===== config.mk =====
export PLATFORM = sky130hd
export DESIGN_NAME = rectangle_hotspot_hit_test_core
export DESIGN_NICKNAME = d
export VERILOG_FILES = /design/src/hdl/rhht_pkg.sv /design/src/hdl/rhht_ctrl.sv /design/src/hdl/rhht_dp.sv /design/src/hdl/rectangle_hotspot_hit_test_core.sv
export SDC_FILE = /design/constraint.sdc
export NUM_CORES = 2
export LEC_CHECK = 0
export CAP_MARGIN = 20
export CELL_PAD_IN_SITES_DETAIL_PLACEMENT = 0
export CELL_PAD_IN_SITES_GLOBAL_PLACEMENT = 1
export CORE_MARGIN = 2
export CORE_UTILIZATION = 45
export DETAILED_ROUTE_END_ITERATION = 12
export DONT_BUFFER_PORTS = 1
export PLACE_DENSITY_LB_ADDON = 0.1
export SYNTH_ARGS = -nofsm -noshare
export SYNTH_HDL_FRONTEND = slang
export SYNTH_SLANG_ARGS = --single-unit

===== constraint.sdc =====
create_clock -name clk -period 13.1 [get_ports clk]
set_input_delay 0.655 -clock clk [delete_from_list [all_inputs] [get_ports clk]]
set_output_delay 0.655 -clock clk [all_outputs]
set_load 0.005 [all_outputs]

===== src/hdl/rhht_pkg.sv =====
// Shared types and constants for the rectangle hotspot hit test block.
package rhht_pkg;

  localparam int ID_W    = 16;
  localparam int COORD_W = 16;
  localparam int SLOT_W  = 5;

  // Command codes carried by each input word.
  typedef enum logic [1:0] {
    CMD_ADD   = 2'd0,
    CMD_HIDE  = 2'd1,
    CMD_CLEAR = 2'd2,
    CMD_TEST  = 2'd3
  } cmd_t;

  // Inclusive rectangle corners.
  typedef struct packed {
    logic signed [COORD_W-1:0] left;
    logic signed [COORD_W-1:0] top;
    logic signed [COORD_W-1:0] right;
    logic signed [COORD_W-1:0] bottom;
  } rect_t;

  // One stored table entry, visible mark kept apart.
  typedef struct packed {
    logic [ID_W-1:0] id;
    rect_t           rect;
  } entry_t;

  // Commands from the controller to the datapath.
  typedef struct packed {
    logic capture;
    logic exec;
    logic scan;
    logic load_out;
  } dp_cmd_t;

  // Status from the datapath to the controller.
  typedef struct packed {
    logic scan_done;
    logic out_busy;
  } dp_sts_t;

endpackage


===== src/hdl/rhht_ctrl.sv =====
// Controller state machine for the rectangle hotspot hit test block.
module rhht_ctrl (
  input  logic              clk,
  input  logic              rst_n,
  input  logic              in_valid,
  input  logic [1:0]        in_command,
  output logic              in_stall,
  input  rhht_pkg::dp_sts_t sts,
  output rhht_pkg::dp_cmd_t cmd
);
  import rhht_pkg::*;

  typedef enum logic [1:0] {
    S_IDLE,
    S_EXEC,
    S_SCAN,
    S_FINISH
  } state_t;

  state_t state_r, state_nxt;
  logic   in_stall_r, in_stall_nxt;
  logic   accept;

  assign in_stall = in_stall_r;
  assign accept   = (state_r == S_IDLE) && in_valid && !in_stall_r;

  // Next state and stall decision.
  always_comb begin
    state_nxt = state_r;
    unique case (state_r)
      S_IDLE: begin
        if (accept) begin
          unique case (cmd_t'(in_command))
            CMD_ADD, CMD_CLEAR: state_nxt = S_EXEC;
            CMD_HIDE, CMD_TEST: state_nxt = S_SCAN;
            default:            state_nxt = S_EXEC;
          endcase
        end
      end
      S_EXEC: state_nxt = S_FINISH;
      S_SCAN: begin
        if (sts.scan_done) state_nxt = S_FINISH;
      end
      S_FINISH: begin
        if (!sts.out_busy) state_nxt = S_IDLE;
      end
      default: state_nxt = S_IDLE;
    endcase
    in_stall_nxt = (state_nxt != S_IDLE);
  end

  // Commands to the datapath, decoded from the present state.
  always_comb begin
    cmd.capture  = accept;
    cmd.exec     = (state_r == S_EXEC);
    cmd.scan     = (state_r == S_SCAN);
    cmd.load_out = (state_r == S_FINISH) && !sts.out_busy;
  end

  // State and registered stall.
  always_ff @(posedge clk) begin
    if (!rst_n) begin
      state_r    <= S_IDLE;
      in_stall_r <= 1'b0;
    end else begin
      state_r    <= state_nxt;
      in_stall_r <= in_stall_nxt;
    end
  end

endmodule


===== src/hdl/rhht_dp.sv =====
// Datapath for the rectangle hotspot hit test block: table memory, scan and result register.
module rhht_dp #(
  parameter int TABLE_DEPTH = 32
) (
  input  logic                                 clk,
  input  logic                                 rst_n,
  input  rhht_pkg::dp_cmd_t                    cmd,
  output rhht_pkg::dp_sts_t                    sts,
  input  logic [1:0]                           in_command,
  input  logic [rhht_pkg::ID_W-1:0]            in_entry_id,
  input  logic signed [rhht_pkg::COORD_W-1:0]  in_left,
  input  logic signed [rhht_pkg::COORD_W-1:0]  in_top,
  input  logic signed [rhht_pkg::COORD_W-1:0]  in_right,
  input  logic signed [rhht_pkg::COORD_W-1:0]  in_bottom,
  input  logic signed [rhht_pkg::COORD_W-1:0]  in_point_x,
  input  logic signed [rhht_pkg::COORD_W-1:0]  in_point_y,
  input  logic [rhht_pkg::ID_W-1:0]            in_floor_id,
  output logic                                 out_valid,
  input  logic                                 out_stall,
  output logic                                 out_status,
  output logic                                 out_hit,
  output logic [rhht_pkg::ID_W-1:0]            out_winner_id,
  output logic [rhht_pkg::SLOT_W-1:0]          out_winner_slot
);
  import rhht_pkg::*;

  localparam int IDX_W = (TABLE_DEPTH > 1) ? $clog2(TABLE_DEPTH) : 1;
  localparam int CNT_W = $clog2(TABLE_DEPTH + 1);
  localparam int EXT_W = IDX_W + SLOT_W;

  // Table storage.
  entry_t ent_mem [TABLE_DEPTH];
  logic   vis_mem [TABLE_DEPTH];

  // Captured word.
  cmd_t                      op_r;
  logic [ID_W-1:0]           id_r;
  rect_t                     rect_r;
  logic signed [COORD_W-1:0] px_r;
  logic signed [COORD_W-1:0] py_r;

  // Control state.
  logic [CNT_W-1:0] fill_r, fill_nxt;
  logic [CNT_W-1:0] idx_r, idx_nxt;
  logic             rd_valid_r, rd_valid_nxt;
  logic             out_valid_r, out_valid_nxt;

  // Scan state and read data.
  logic [IDX_W-1:0] rd_slot_r;
  entry_t           rd_entry_r;
  logic             rd_vis_r;
  logic [ID_W-1:0]  best_r;
  logic             hit_r;
  logic [IDX_W-1:0] slot_r;
  logic             status_r;

  // Result register.
  logic              out_status_r;
  logic              out_hit_r;
  logic [ID_W-1:0]   out_winner_id_r;
  logic [SLOT_W-1:0] out_winner_slot_r;

  logic             full;
  logic             issue;
  logic [CNT_W-1:0] idx_dec;
  logic [IDX_W-1:0] rd_addr;
  logic [IDX_W-1:0] wr_addr;
  logic             contains;
  logic             test_hit;
  logic             hide_hit;
  logic [EXT_W-1:0] slot_ext;

  assign full    = (fill_r == CNT_W'(TABLE_DEPTH));
  assign wr_addr = fill_r[IDX_W-1:0];
  assign idx_dec = idx_r - CNT_W'(1);
  assign rd_addr = idx_dec[IDX_W-1:0];
  assign issue   = cmd.scan && (idx_r != '0);

  // Candidate checks on the entry read in the previous cycle.
  assign contains = (px_r >= rd_entry_r.rect.left) && (px_r <= rd_entry_r.rect.right) &&
                    (py_r >= rd_entry_r.rect.top)  && (py_r <= rd_entry_r.rect.bottom);
  assign test_hit = cmd.scan && rd_valid_r && (op_r == CMD_TEST) && rd_vis_r &&
                    (rd_entry_r.id > best_r) && contains;
  assign hide_hit = cmd.scan && rd_valid_r && (op_r == CMD_HIDE) && (rd_entry_r.id == id_r);

  assign sts.scan_done = hide_hit || ((idx_r == '0) && !rd_valid_r);
  assign sts.out_busy  = out_valid_r && out_stall;

  // Next values of the control registers.
  always_comb begin
    fill_nxt      = fill_r;
    idx_nxt       = idx_r;
    rd_valid_nxt  = rd_valid_r;
    out_valid_nxt = out_valid_r;
    if (cmd.capture) begin
      idx_nxt      = fill_r;
      rd_valid_nxt = 1'b0;
    end else if (cmd.scan) begin
      rd_valid_nxt = issue;
      if (issue) idx_nxt = idx_dec;
    end
    if (cmd.exec) begin
      if (op_r == CMD_CLEAR) begin
        fill_nxt = '0;
      end else if (!full) begin
        fill_nxt = fill_r + CNT_W'(1);
      end
    end
    if (cmd.load_out) begin
      out_valid_nxt = 1'b1;
    end else if (out_valid_r && !out_stall) begin
      out_valid_nxt = 1'b0;
    end
  end

  always_ff @(posedge clk) begin
    if (!rst_n) begin
      fill_r      <= '0;
      idx_r       <= '0;
      rd_valid_r  <= 1'b0;
      out_valid_r <= 1'b0;
    end else begin
      fill_r      <= fill_nxt;
      idx_r       <= idx_nxt;
      rd_valid_r  <= rd_valid_nxt;
      out_valid_r <= out_valid_nxt;
    end
  end

  // Captured word, scan bookkeeping and result register.
  always_ff @(posedge clk) begin
    if (cmd.capture) begin
      op_r        <= cmd_t'(in_command);
      id_r        <= in_entry_id;
      rect_r      <= '{left: in_left, top: in_top, right: in_right, bottom: in_bottom};
      px_r        <= in_point_x;
      py_r        <= in_point_y;
      best_r      <= in_floor_id;
      hit_r       <= 1'b0;
      slot_r      <= '0;
      status_r    <= 1'b0;
    end else begin
      if (cmd.exec && (op_r == CMD_ADD) && full) status_r <= 1'b1;
      if (test_hit) begin
        best_r <= rd_entry_r.id;
        hit_r  <= 1'b1;
        slot_r <= rd_slot_r;
      end
    end
    if (issue) rd_slot_r <= rd_addr;
    if (cmd.load_out) begin
      out_status_r      <= status_r;
      out_hit_r         <= hit_r;
      out_winner_id_r   <= (op_r == CMD_TEST) ? best_r : '0;
      out_winner_slot_r <= slot_ext[SLOT_W-1:0];
    end
  end

  // Slot number reported modulo the width of the result field.
  assign slot_ext = EXT_W'(slot_r);

  // Table memory: one write port, one registered read port.
  always_ff @(posedge clk) begin
    if (cmd.exec && (op_r == CMD_ADD) && !full) begin
      ent_mem[wr_addr] <= '{id: id_r, rect: rect_r};
      vis_mem[wr_addr] <= 1'b1;
    end else if (hide_hit) begin
      vis_mem[rd_slot_r] <= 1'b0;
    end
    if (issue) begin
      rd_entry_r <= ent_mem[rd_addr];
      rd_vis_r   <= vis_mem[rd_addr];
    end
  end

  assign out_valid       = out_valid_r;
  assign out_status      = out_status_r;
  assign out_hit         = out_hit_r;
  assign out_winner_id   = out_winner_id_r;
  assign out_winner_slot = out_winner_slot_r;

endmodule


===== src/hdl/rectangle_hotspot_hit_test_core.sv =====
// Top level of the rectangle hotspot hit test block.
// Each word is accepted only while the block is idle; in_stall stays high until
// the word's result has been loaded into the result register. A hit test or a
// hide scans the table newest entry first (a hide may end early), reading one
// table entry per cycle through one memory port. Reset empties the table, sends
// the controller back to idle and clears out_valid; stored entries are kept.
module rectangle_hotspot_hit_test_core #(
  parameter int TABLE_DEPTH = 32
) (
  input  logic                                 clk,
  input  logic                                 rst_n,
  input  logic                                 in_valid,
  output logic                                 in_stall,
  input  logic [1:0]                           in_command,
  input  logic [rhht_pkg::ID_W-1:0]            in_entry_id,
  input  logic signed [rhht_pkg::COORD_W-1:0]  in_left,
  input  logic signed [rhht_pkg::COORD_W-1:0]  in_top,
  input  logic signed [rhht_pkg::COORD_W-1:0]  in_right,
  input  logic signed [rhht_pkg::COORD_W-1:0]  in_bottom,
  input  logic signed [rhht_pkg::COORD_W-1:0]  in_point_x,
  input  logic signed [rhht_pkg::COORD_W-1:0]  in_point_y,
  input  logic [rhht_pkg::ID_W-1:0]            in_floor_id,
  output logic                                 out_valid,
  input  logic                                 out_stall,
  output logic                                 out_status,
  output logic                                 out_hit,
  output logic [rhht_pkg::ID_W-1:0]            out_winner_id,
  output logic [rhht_pkg::SLOT_W-1:0]          out_winner_slot
);
  import rhht_pkg::*;

  dp_cmd_t cmd;
  dp_sts_t sts;

  // Sequencing of each word.
  rhht_ctrl u_ctrl (
    .clk        (clk),
    .rst_n      (rst_n),
    .in_valid   (in_valid),
    .in_command (in_command),
    .in_stall   (in_stall),
    .sts        (sts),
    .cmd        (cmd)
  );

  // Table, scan and result register.
  rhht_dp #(
    .TABLE_DEPTH (TABLE_DEPTH)
  ) u_dp (
    .clk             (clk),
    .rst_n           (rst_n),
    .cmd             (cmd),
    .sts             (sts),
    .in_command      (in_command),
    .in_entry_id     (in_entry_id),
    .in_left         (in_left),
    .in_top          (in_top),
    .in_right        (in_right),
    .in_bottom       (in_bottom),
    .in_point_x      (in_point_x),
    .in_point_y      (in_point_y),
    .in_floor_id     (in_floor_id),
    .out_valid       (out_valid),
    .out_stall       (out_stall),
    .out_status      (out_status),
    .out_hit         (out_hit),
    .out_winner_id   (out_winner_id),
    .out_winner_slot (out_winner_slot)
  );

endmodule


==> flow_summary.html <==
<table>
<tr><th>Metric</th><th>Value</th></tr>
<tr><th colspan="2">Timing</th></tr>
<tr><td>Post-route fraction of the period consumed by the critical path</td><td>about two fifths</td></tr>
<tr><td>Setup Total Neg Slack</td><td>0 ns</td></tr>
<tr><td>Fin crit period</td><td>between 5 and 6 ns</td></tr>
<tr><td>Unrepaired setup endpoints after global routing</td><td>no</td></tr>
<tr><td>Final hold slack</td><td>roughly 0.19 ns</td></tr>
<tr><td>Count of final max-slew check failures</td><td>0</td></tr>
<tr><td>Fmax</td><td>roughly 190 MHz</td></tr>
<tr><td>Slew at the pin closest to its max-slew limit</td><td>approximately 1.2 ns</td></tr>
<tr><td># setup viols final</td><td>0</td></tr>
<tr><td>Endpoints failing hold</td><td>0</td></tr>
<tr><td>Clk_skew</td><td>roughly 0.047 ns</td></tr>
<tr><td>Normalized max-slew margin</td><td>21.1%</td></tr>
<tr><th colspan="2">Clock tree</th></tr>
<tr><td>Post-CTS Setup Repair Bufs</td><td>0</td></tr>
<tr><td>Sinks on Clock Net</td><td>between 2000 and 3000</td></tr>
<tr><td>Cell at the root of the clock tree</td><td>clkbuf_16</td></tr>
<tr><td>Total clock buffers created by CTS</td><td>between 300 and 400</td></tr>
<tr><td>CTS tree</td><td>built</td></tr>
<tr><td>Worst-case clock buffer depth</td><td>4</td></tr>
<tr><td>Clock-pin slew of the registers on the worst-case setup and hold paths</td><td>~0.06 ns</td></tr>
<tr><td>Maximum level of the CTS H-tree</td><td>5</td></tr>
<tr><td>Source-to-sink clock delay at the later pin of the worst-skew pair</td><td>about 0.95 ns</td></tr>
<tr><th colspan="2">Global routing</th></tr>
<tr><td>GRT Total Usage</td><td>about a quarter</td></tr>
<tr><td>Total congestion overflow after global routing</td><td>0</td></tr>
<tr><td>Number of antenna violations at the first check in global routing</td><td>31</td></tr>
<tr><td>Number of global-route vias before repair</td><td>between 50000 and 60000</td></tr>
<tr><td>Wire length of the first global-routing pass</td><td>406000 um</td></tr>
<tr><td>Pin count of the biggest net entering global routing</td><td>140</td></tr>
<tr><th colspan="2">Logic synthesis</th></tr>
<tr><td>Seq/Total Area, Yosys</td><td>roughly four fifths</td></tr>
<tr><td>Synth Area in Compound Gates</td><td>less than 1%</td></tr>
<tr><td>Avg Synthesized Cell Area</td><td>about 24 um^2</td></tr>
<tr><td>Post-synthesis cell type count</td><td>54</td></tr>
<tr><td>Post-synthesis mux area share</td><td>between 10% and 20%</td></tr>
<tr><td>Main synth FF type</td><td>edfxtp_1</td></tr>
<tr><td>Post-synth EDFFs</td><td>2831</td></tr>
<tr><td>Number of flip-flops and latches in the synthesized netlist</td><td>roughly 2900</td></tr>
<tr><td>Main combinational cell family by area after synthesis</td><td>multiplexers</td></tr>
<tr><td>Netlist area before placement</td><td>109000 um^2</td></tr>
<tr><td>Number of nets produced by synthesis</td><td>4765</td></tr>
<tr><td>Xor-xnor portion of the synthesized cell area</td><td>0.184%</td></tr>
<tr><td>Number of warnings reported in the yosys synthesis log</td><td>0</td></tr>
<tr><td>Share of synthesized cell area in full adder, half adder and majority cells</td><td>0.985%</td></tr>
<tr><td>Post-Synth Simple-Gate Area</td><td>roughly 1.2%</td></tr>
<tr><td>FFs w/ async S/R, synth</td><td>0%</td></tr>
<tr><td>Synthesized netlist cell count</td><td>4545</td></tr>
<tr><th colspan="2">Setup path</th></tr>
<tr><td>Critical path arrival</td><td>5.96 ns</td></tr>
<tr><td>CP peak stage delay</td><td>0.97 ns</td></tr>
<tr><td>Crit-path leading delay family</td><td>buffers and inverters</td></tr>
<tr><td>Worst-path fanout max</td><td>roughly 140</td></tr>
<tr><td>Worst Setup Path Type</td><td>flop to flop</td></tr>
<tr><td>Cell repeated most along the worst path</td><td>mux4_2</td></tr>
<tr><td>Crit path buf inv count</td><td>3</td></tr>
<tr><td>Flop2flop setup slack</td><td>~7.8 ns</td></tr>
<tr><td>Standard cell with the maximum stage delay on the critical path</td><td>buf_4</td></tr>
<tr><td>Cells traversed along the worst timing path</td><td>inv_1, ha_4, buf_12, buf_4, mux4_2, mux4_2, mux2_2</td></tr>
<tr><td>CP required</td><td>about 14 ns</td></tr>
<tr><td>Nature of the critical path endpoint</td><td>flop</td></tr>
<tr><td>Critical path startpoint category</td><td>flop</td></tr>
<tr><th colspan="2">Place</th></tr>
<tr><td>Post-detailed-placement half-perimeter wirelength</td><td>roughly 140000 um</td></tr>
<tr><td>Placed inst area</td><td>roughly 110000 um^2</td></tr>
<tr><td>Global placement routability congestion</td><td>0.763</td></tr>
<tr><td>PortBufs</td><td>0</td></tr>
<tr><td>Number of cells after detailed placement</td><td>approximately 7600</td></tr>
<tr><th colspan="2">Job</th></tr>
<tr><td>Total of max-cap violations</td><td>0</td></tr>
<tr><th colspan="2">Detailed routing</th></tr>
<tr><td>Initial DRC Count</td><td>5792</td></tr>
<tr><td>Pre-antenna DRT Iters</td><td>7</td></tr>
<tr><td>Routed wire length</td><td>295000 um</td></tr>
<tr><td>Total via count in the routed design</td><td>about 50000</td></tr>
<tr><td>Count of antenna-violating nets left after detailed routing</td><td>0</td></tr>
<tr><td>Count of unresolved DRC violations after routing</td><td>0</td></tr>
<tr><td>Vias per inst</td><td>between 6 and 7</td></tr>
<tr><td>Avg WL per Cell</td><td>between 30 and 40 um</td></tr>
<tr><th colspan="2">Status</th></tr>
<tr><td>Status</td><td>complete, no violations</td></tr>
<tr><th colspan="2">Floorplanning</th></tr>
<tr><td>Number of placed I/O pins</td><td>159</td></tr>
<tr><td>Std-Cell Rows</td><td>between 150 and 200</td></tr>
<tr><td>Die Width</td><td>497 um</td></tr>
<tr><td>Core Area</td><td>roughly 240000 um^2</td></tr>
<tr><td>Overall die area</td><td>~250000 um^2</td></tr>
<tr><td>DIE HEIGHT</td><td>between 400 and 500 um</td></tr>
<tr><td>Starting Density</td><td>approximately 45%</td></tr>
<tr><th colspan="2">Cells and area</th></tr>
<tr><td>Area of combinational cells with multiple inputs</td><td>between 20000 and 25000 um^2</td></tr>
<tr><td>Share of cells above drive strength 1</td><td>~29%</td></tr>
<tr><td>Sequential cell area in the final layout</td><td>approximately 85000 um^2</td></tr>
<tr><td>Commonest cells after routing, fill and taps aside</td><td>edfxtp_1, mux4_2, clkbuf_16</td></tr>
<tr><td>Non-Filler Instances</td><td>8324</td></tr>
<tr><td>Commonest non-fill, non-tap cell in the layout</td><td>edfxtp_1</td></tr>
<tr><td>Final #Nets</td><td>between 5000 and 6000</td></tr>
<tr><td>Post-Route Utilization</td><td>approximately half</td></tr>
<tr><td>Number of fill cells in the layout</td><td>around 19000</td></tr>
<tr><td>Final instance area</td><td>~130000 um^2</td></tr>
<tr><td>Area growth syn-to-layout</td><td>14.6%</td></tr>
<tr><th colspan="2">Power</th></tr>
<tr><td>Total power divided by cell area</td><td>237 nW/um^2</td></tr>
<tr><td>VDD IR-drop max</td><td>about 0.0005 V</td></tr>
<tr><td>Leakage power total</td><td>~0.039 uW</td></tr>
<tr><th colspan="2">Worst hold path</th></tr>
<tr><td>Kind of path behind the tightest hold check</td><td>primary input to flop</td></tr>
</table>
## cells by family after synthesis
logic type               count (synthesis)
AO/OA/AOI/OAI                          108
AND/OR/NAND/NOR                        284
XOR/XNOR                                23
buffers and inverters                  298
flip-flops                            2855
adder cells (fa/ha/maj)                 86
multiplexers                           891
## path summary, 6_finish.rpt
path	startpoint	end	cells past startpoint
worst max register to register	u_dp.idx_r[0]$_SDFFE_PN0P_	u_dp.rd_entry_r[18]$_DFFE_PP_	7
worst max-delay path	u_dp.idx_r[0]$_SDFFE_PN0P_	u_dp.rd_entry_r[18]$_DFFE_PP_	7
worst min register to register	u_dp.hit_r$_SDFFE_PP0P_	u_dp.out_hit$_DFFE_PP_	0
worst min-delay path	out_stall	u_dp.out_winner_slot[3]$_DFFE_PP_	2
## cells in the mapped netlist, drive strengths merged, types with 3 or more instances
| master | instances | share of area, % |
|---|---|---|
| edfxtp | 2831 | 78 |
| mux4 | 810 | 17 |
| clkbuf | 118 | 0.41 |
| nor2 | 110 | 0.38 |
| inv | 91 | 0.31 |
| buf | 89 | 0.46 |
| ha | 86 | 0.98 |
| mux2 | 81 | 0.83 |
| nand2 | 76 | 0.26 |
| a21oi | 44 | 0.20 |
| dfxtp | 24 | 0.44 |
| nand4 | 19 | 0.11 |
| xor2 | 13 | 0.10 |
| nor3 | 11 | 0.050 |
| o21ai | 11 | 0.050 |
| xnor2 | 10 | 0.080 |
| a21o | 7 | 0.048 |
| and3 | 7 | 0.040 |
| and4 | 7 | 0.056 |
| nand2b | 7 | 0.040 |
| nand3 | 7 | 0.032 |
| nor2b | 7 | 0.040 |
| o211ai | 7 | 0.048 |
| o31ai | 7 | 0.048 |
| o21a | 6 | 0.041 |
| a31oi | 5 | 0.029 |
| nor4b | 5 | 0.040 |
| or4 | 5 | 0.034 |
| a221oi | 4 | 0.032 |
| nand3b | 4 | 0.027 |
| nand4bb | 4 | 0.041 |
| nor4 | 4 | 0.023 |
| a211oi | 3 | 0.021 |
| or3 | 3 | 0.017 |
## metal layers
layer	track usage, %	vias up	share of wire, %
li1	-	20213	-
met1	34.8	27739	43
met2	38.7	1882	49
met3	3.69	413	6.2
met4	5.75	8	2.2
met5	0	-	0.022
## layout make-up
class | count | area share [%]
Sequential cell | 2855 | 68.2
Clock inverter | 149 | 1.20
Timing Repair Buffer | 263 | 2.24
Inverter | 91 | 0.279
Clock buffer | 385 | 6.62
Antenna cell | 4 | 0.00799
Multi-Input combinational cell | 1392 | 18.2
Tap cell | 3185 | 3.18
## worst reg2reg max path, cell delays in order, from the launching register on
cell     delay, ns
dfxtp_4       0.68
inv_1         0.24
ha_4          0.86
buf_12        0.65
buf_4         1.34
mux4_2        0.51
mux4_2        0.48
mux2_2        0.27
## flip-flops by register name, summed over array words and instances, names as in the netlist, 6 cells and up
register and cells:
u_dp.best_r 16, u_dp.id_r 16, u_dp.ent_mem 2560, u_dp.rect_r 64, u_dp.out_winner_id 16, u_dp.py_r 16, u_dp.idx_r 6, u_dp.rd_entry_r 80
u_dp.fill_r 6, u_dp.px_r 16, u_dp.vis_mem 32
## metrics by stage
stage / power, uW / setup WS, ns
after global routing: 30800 / 7.67
after CTS: 29900 / 7.85
after global placement: 21300 / 7.87
after detailed placement: 21400 / 7.87
after floorplan: 18400 / 5.94
final: 29700 / 7.80
## power by group
part	internal (uW)	switching, uW	leakage, uW
Combinational	4670	4740	0.00831
Sequential	11100	608	0.0258
Clock	5070	3470	0.00478
## repair_timing
action / 4_1_cts / 5_1_grt
hold buffers: 132 / 0
gates resized for setup: 0 / 0
hold endpoints to repair: 140 / 0
setup endpoints to repair: 0 / 0
No activity file was read; power rests on OpenSTA's default activity.
